### src/assert_macros.svh
// ---------------------------------------------------------------------------
// Assertion macros
// Shared concurrent assertion forms, clocked on clk with rst_n as disable.
// ---------------------------------------------------------------------------
`ifndef ASSERT_MACROS_SVH
`define ASSERT_MACROS_SVH

// Consequent must hold in the same cycle as the antecedent.
`define ASSERT_SAME(label, ante, cons) \
    label: assert property (@(posedge clk) disable iff (!rst_n) (ante) |-> (cons)) \
        else $error("assertion failed");

// Consequent must hold in the cycle after the antecedent.
`define ASSERT_NEXT(label, ante, cons) \
    label: assert property (@(posedge clk) disable iff (!rst_n) (ante) |=> (cons)) \
        else $error("assertion failed");

`endif

### src/tdm_pkg.sv
// ---------------------------------------------------------------------------
// tdm_pkg
// Types and orientation functions shared by the tile deduplication chain.
// ---------------------------------------------------------------------------
`default_nettype none

package tdm_pkg;

    localparam int TILE_W = 64;
    localparam int ATTR_W = 8;
    localparam int SLOT_W = 8;
    localparam int UCNT_W = 9;

    typedef logic [TILE_W-1:0] tile_t;
    typedef logic [ATTR_W-1:0] attr_t;

    typedef struct packed {
        logic valid;
        logic found;
    } tdm_ctl_t;

    function automatic tile_t rows_rev(input tile_t t);
        tile_t r;
        for (int k = 0; k < 8; k++)
        begin
            r[8*(7-k) +: 8] = t[8*k +: 8];
        end
        return r;
    endfunction

    function automatic tile_t bits_rev(input tile_t t);
        tile_t r;
        for (int k = 0; k < 8; k++)
        begin
            for (int j = 0; j < 8; j++)
            begin
                r[8*k + j] = t[8*k + 7 - j];
            end
        end
        return r;
    endfunction

endpackage

`default_nettype wire

### src/tdm_cell.sv
// ---------------------------------------------------------------------------
// tdm_cell
// One table entry: holds a stored tile and attribute, checks the passing
// query against it under all four orientations and hands the query on.
// ---------------------------------------------------------------------------
`default_nettype none

module tdm_cell
    import tdm_pkg::*;
#(
    parameter int MAX_TILES = 256,
    parameter int INDEX     = 0
)
(
    input  wire logic                           clk,
    input  wire logic                           rst_n,
    input  wire logic [$clog2(MAX_TILES+1)-1:0] count,
    input  wire logic                           wr_en,
    input  wire logic [$clog2(MAX_TILES)-1:0]   wr_idx,
    input  wire tile_t                          wr_tile,
    input  wire attr_t                          wr_attr,
    input  wire tdm_ctl_t                       ctl_in,
    input  wire logic [$clog2(MAX_TILES)-1:0]   slot_in,
    input  wire tile_t                          tile_in,
    input  wire attr_t                          attr_in,
    output tdm_ctl_t                            ctl_out,
    output logic [$clog2(MAX_TILES)-1:0]        slot_out,
    output tile_t                               tile_out,
    output attr_t                               attr_out
);

    localparam int IDX_W = $clog2(MAX_TILES);
    localparam int CNT_W = $clog2(MAX_TILES+1);

    tile_t                  store_tile_reg;
    attr_t                  store_attr_reg;
    tdm_ctl_t               ctl_reg, ctl_next;
    logic [IDX_W-1:0]       slot_reg, slot_next;
    tile_t                  tile_reg;
    attr_t                  attr_reg;
    tile_t                  rr;
    logic                   occupied;
    logic                   shape_eq;
    logic                   hit;

    assign rr       = rows_rev(tile_in);
    assign occupied = CNT_W'(INDEX) < count;
    assign shape_eq = (store_tile_reg == tile_in) || (store_tile_reg == rr) ||
                      (store_tile_reg == bits_rev(tile_in)) ||
                      (store_tile_reg == bits_rev(rr));
    assign hit      = ctl_in.valid && !ctl_in.found && occupied &&
                      (store_attr_reg == attr_in) && shape_eq;

    always_comb
    begin
        ctl_next.valid = ctl_in.valid;
        ctl_next.found = ctl_in.found || hit;
        slot_next      = hit ? IDX_W'(INDEX) : slot_in;
    end

    always_ff @(posedge clk or negedge rst_n)
    begin
        if (!rst_n)
        begin
            ctl_reg <= '0;
        end
        else
        begin
            ctl_reg <= ctl_next;
        end
    end

    always_ff @(posedge clk)
    begin
        slot_reg <= slot_next;
        tile_reg <= tile_in;
        attr_reg <= attr_in;
        if (wr_en && (wr_idx == IDX_W'(INDEX)))
        begin
            store_tile_reg <= wr_tile;
            store_attr_reg <= wr_attr;
        end
    end

    assign ctl_out  = ctl_reg;
    assign slot_out = slot_reg;
    assign tile_out = tile_reg;
    assign attr_out = attr_reg;

endmodule

`default_nettype wire
### config.mk
export PLATFORM = sky130hd
export DESIGN_NAME = tdm_cell
export DESIGN_NICKNAME = d
export VERILOG_FILES = /design/src/assert_macros.svh /design/src/tdm_pkg.sv /design/src/tdm_cell.sv
export SDC_FILE = /design/constraint.sdc
export NUM_CORES = 1
export LEC_CHECK = 0
export BUFFER_PORTS_ARGS = -buffer_cell sky130_fd_sc_hd__buf_2
export CELL_PAD_IN_SITES_DETAIL_PLACEMENT = 0
export CELL_PAD_IN_SITES_GLOBAL_PLACEMENT = 1
export CORE_ASPECT_RATIO = 0.75
export CORE_UTILIZATION = 27
export DETAILED_ROUTE_END_ITERATION = 6
export GPL_ROUTABILITY_DRIVEN = 0
export GPL_TIMING_DRIVEN = 0
export PLACE_DENSITY_LB_ADDON = 0.1
export SYNTH_ARGS = -nofsm -noshare
export SYNTH_HDL_FRONTEND = slang
export SYNTH_SLANG_ARGS = --single-unit
### constraint.sdc
create_clock -name clk -period 2.2 [get_ports clk]
set_clock_uncertainty 0.05 [all_clocks]
set_input_delay 0.11 -clock clk [delete_from_list [all_inputs] [get_ports clk]]
set_output_delay 0.11 -clock clk [all_outputs]
set_load 0.05 [all_outputs]
* After elaboration in Yosys (flattened, before gate mapping)
Index checks and enable logic that the tools add are counted.
** Word-level totals
- Register bits after elaboration :: 154
- Word-level logic and storage cells :: 24
** Operators by class
- Equal/unequal tests :: 5
- Magnitude comparators :: 1
- Reductions and logical operators :: 11
** Operators with widths (number)
- 64-bit == test :: 4
- 1-bit by 9-bit less-than comparator with 1-bit output, first input constant :: 1
- 8-bit == test :: 1
- 8-bit zero test :: 1
- 1-bit logical AND :: 5
- 1-bit logical OR :: 4
- 1-bit zero test :: 1

* Longest topological paths before layout
- Depth in word-level cells :: 6
- Mapped depth :: 7
- Depth with buffers taken out :: 6

* Worst setup path before layout
Ideal clock, no wire load.
- Path type :: in2reg
- Start :: in wr_idx[2]
- End :: reg store_attr_reg[0] (enable)
- Buffers on the path :: 0
- Setup slack :: -5.809 ns
- Data required time :: 1.463 ns
- Data arrival time :: 7.272 ns
- Stages on the path :: 3
- Cell sequence :: nor4_1 -> nand3b_1 -> nor4_1
** On the way
- Word-level cells in the longest chain between the ends :: 2
** Ends and longest elaborated chain
- start, declared :: line tdm_cell.sv:19 : input wire logic [$clog2(MAX_TILES)-1:0] wr_idx,
- 8-bit zero test :: line tdm_cell.sv:78 : if (wr_en && (wr_idx == IDX_W'(INDEX)))
- 1-bit logical AND :: line tdm_cell.sv:78
- end signal, assigned :: line tdm_cell.sv:81 : store_attr_reg <= wr_attr;
- end, declared :: line tdm_cell.sv:36 : attr_t store_attr_reg;
No other way between the ends.
A chain may end at the register's enable or synchronous reset.

==> summary.md <==
| Metric | Value |
|---|---|
| Final std cells w/o fill | `between 1000 and 1500` |
| Starting Density | `0.277` |
| Slew Limit Fails | `0` |
| Global route total overflow | `0` |
| First-pass DRT Iterations | `6` |
| Final Critical Period | `2.24 ns` |
| Max-cap violations | `0` |
| CTS Buf Count | `17` |
| Fin worst setup slack | `-0.0403 ns` |
| DP HPWL | `22000 um` |
| Synthesized area per cell | `about 12 um2` |
| Req. time, crit path | `2.53 ns` |
| Sequential share of the synthesized area | `0.488` |
| Initial antenna violation count | `0` |
| Unique masters post-synth | `22` |
| Violated checks | `setup timing` |
| RSZ-0062 raised after global routing | `yes` |
| Fillers | `roughly 2800` |
| R2r startpoint | `store_tile_reg[0]$_DFFE_PP_` |
| Leak | `around 4.8 nW` |
| DRC violations left | `0` |
| Layout Nets | `1263` |
| Syn Inst Count | `651` |
| Ant diodes | `0` |
| Number of H-tree levels | `4` |
| Clock sink count | `154` |
| Drt wl/cell | `18.7 um` |
| Slowest cell on crit path | `dlygate4sd3_1` |
| Largest stage delay on the critical path | `0.53 ns` |
| Worst setup path startpoint | `tile_in[25]` |
| Vias in the first global route | `roughly 6400` |
| CP cell instances | `dlygate4sd3_1, buf_2, buf_2, xnor2_1, nand4_1, nor4_1, nand4_1, a41oi_4, buf_12, or2_1` |
| CP arrival | `2.57 ns` |
| Final hold vios | `0` |
| PwrDens | `626 mW/mm2` |
| Final period util | `1.02` |
| Clk Latency, worst-skew pair | `between 0.4 and 0.5 ns` |
| Kind of start point of the critical path | `input port` |
| Pin count of the biggest net entering global routing | `17` |
| Clock root buffer | `clkbuf_16` |
| Clk slew on worst S/H paths | `0.06 ns` |
| DR vias | `6073` |
| Min Hold Slack | `roughly 0.093 ns` |
| Syn Nets | `825` |
| Peak Freq | `around 450 MHz` |
| Setup Viol. Count Final | `9` |
| Remaining antenna violation count | `0` |
| Placed cells | `1297` |
| Clock Path Buffers | `2` |
| Max transition margin | `0.658` |
| Worst setup EP type | `register` |
| Share of layout cells above drive strength 1 | `0.407` |
| 1st-iter DRT viols | `250` |
| Kind of critical path | `in -> reg` |
| Min-delay src | `wr_idx[1]` |
| Total power | `about 7.6 mW` |
| IO Port Bufs | `255` |
| Setup TNS | `-0.318 ns` |
| Via density | `4.08` |
| CTS tree | `built` |
| Global-route wire length before repair | `approximately 40000 um` |
| Synth-to-layout area growth | `54.4%` |
| CP Max Fanout | `9` |
| Post-Route WL | `about 28000 um` |
| Die Area | `between 0.02 and 0.03 mm2` |
| Slew @ Worst Pin | `between 0.5 and 0.6 ns` |
| # IOs | `256` |
| Dpl cell area | `0.00968 mm2` |
| Die W | `199 um` |
| #FFs+latches synth | `154` |
| Hold Crit Class | `in -> reg` |
| Core Footprint | `0.0282 mm2` |
| Outcome | `complete, but fails checks` |
| Pre-CTS setup slack | `-0.465 ns` |
| Die Ht | `149 um` |
| Final Util | `0.428` |
| Mapped Area | `0.00782 mm2` |
| GR Util All Layers | `0.192` |
| Syn. warnings | `0` |
| Finished Cell Area | `0.0121 mm2` |
| Max VDD drop | `507 uV` |
| Row cnt | `53` |
[critical path, delay by kind of cell]
| family | cells | cell delay [ns] |
|---|---|---|
| compound gates | 1 | 0.24 |
| xor+xnor | 1 | 0.39 |
| buf+inv | 4 | 0.97 |
| simple gates | 4 | 0.83 |
[final timing paths]
kind	cells after the start	slack (ns)	end
setup / recovery	10	-0.04	ctl_out[0]$_DFF_PN0_
hold / removal	3	0.09	store_tile_reg[61]$_DFFE_PP_
setup reg to reg	8	-0.04	ctl_out[0]$_DFF_PN0_
hold reg to reg	6	0.97	slot_out[0]$_SDFF_PP0_
max in group asynchronous	3	1.50	ctl_out[0]$_DFF_PN0_
min in group asynchronous	3	0.48	ctl_out[1]$_DFF_PN0_
[cell type report]
class                      count  area [um2]  share of cell area
tap                          385         482              0.0399
clock inverter                10         136              0.0113
buffer                       124         851              0.0704
multi-input combinational    369        3350               0.277
clock buffer                  22         475              0.0394
timing repair buffer         423        2970               0.246
sequential                   154        3810               0.316
[where the power goes]
| group | internal (mW) | switching [mW] |
|---|---|---|
| Clock | 1.88 | 1.24 |
| Combinational | 0.609 | 0.731 |
| Sequential | 3.08 | 0.0173 |
[per-layer routing]
metal | part of all wire | track usage | routed length (um)
met5 | 0 | 0 | 0
met4 | 0.0069 | 0.0485 | 192
met3 | 0.054 | 0.0370 | 1520
met2 | 0.43 | 0.283 | 12000
met1 | 0.51 | 0.284 | 14100
[cells by family after synthesis]
group                  count (synthesis)  synth area share
AO/OA/AOI/OAI                          1           0.00352
buffers and inverters                128             0.111
flip-flops                           154             0.488
AND/OR/NAND/NOR                      104            0.0835
XOR/XNOR                             264             0.315
[what timing repair did]
action | in CTS | in global routing
hold buffers | 158 | 0
endpoints found under the setup margin | 9 | 9
pin swaps | 3 | 2
gates resized for setup | 14 | 9
setup buffers | 1 | 3
endpoints found under the hold margin | 161 | 0
[synth_stat cells]
cell type | instances | share of area
edfxtp_1 | 72 | 0.28
xnor2_2 | 20 | 0.042
or2_1 | 1 | 0.00080
dfxtp_1 | 80 | 0.20
buf_2 | 50 | 0.032
buf_4 | 8 | 0.0077
nor4_1 | 18 | 0.014
nand3_1 | 2 | 0.0013
nand3b_1 | 1 | 0.00096
buf_6 | 36 | 0.052
nor3_1 | 2 | 0.0013
nor4b_1 | 1 | 0.0011
nor2_1 | 1 | 0.00048
nand4_1 | 69 | 0.055
clkbuf_1 | 16 | 0.0077
nor4_2 | 1 | 0.0016
a41oi_4 | 1 | 0.0035
clkbuf_2 | 18 | 0.012
xnor2_1 | 240 | 0.27
dfrtp_1 | 2 | 0.0064
nor2b_1 | 8 | 0.0064
xor2_1 | 4 | 0.0045
[placed cells by master (no fill, tap or decap), types with 4 or more instances in the layout]
master,n
buf_2,305
xnor2_1,227
dlygate4sd3_1,158
dfxtp_1,80
edfxtp_1,72
nand4_1,69
buf_6,41
xnor2_2,31
clkbuf_2,18
clkbuf_16,18
clkbuf_1,15
buf_4,11
nor4_1,11
nor2b_1,8
nor4_4,5
xor2_1,4
clkinv_2,4
No activity file was read; power rests on OpenSTA's default activity.
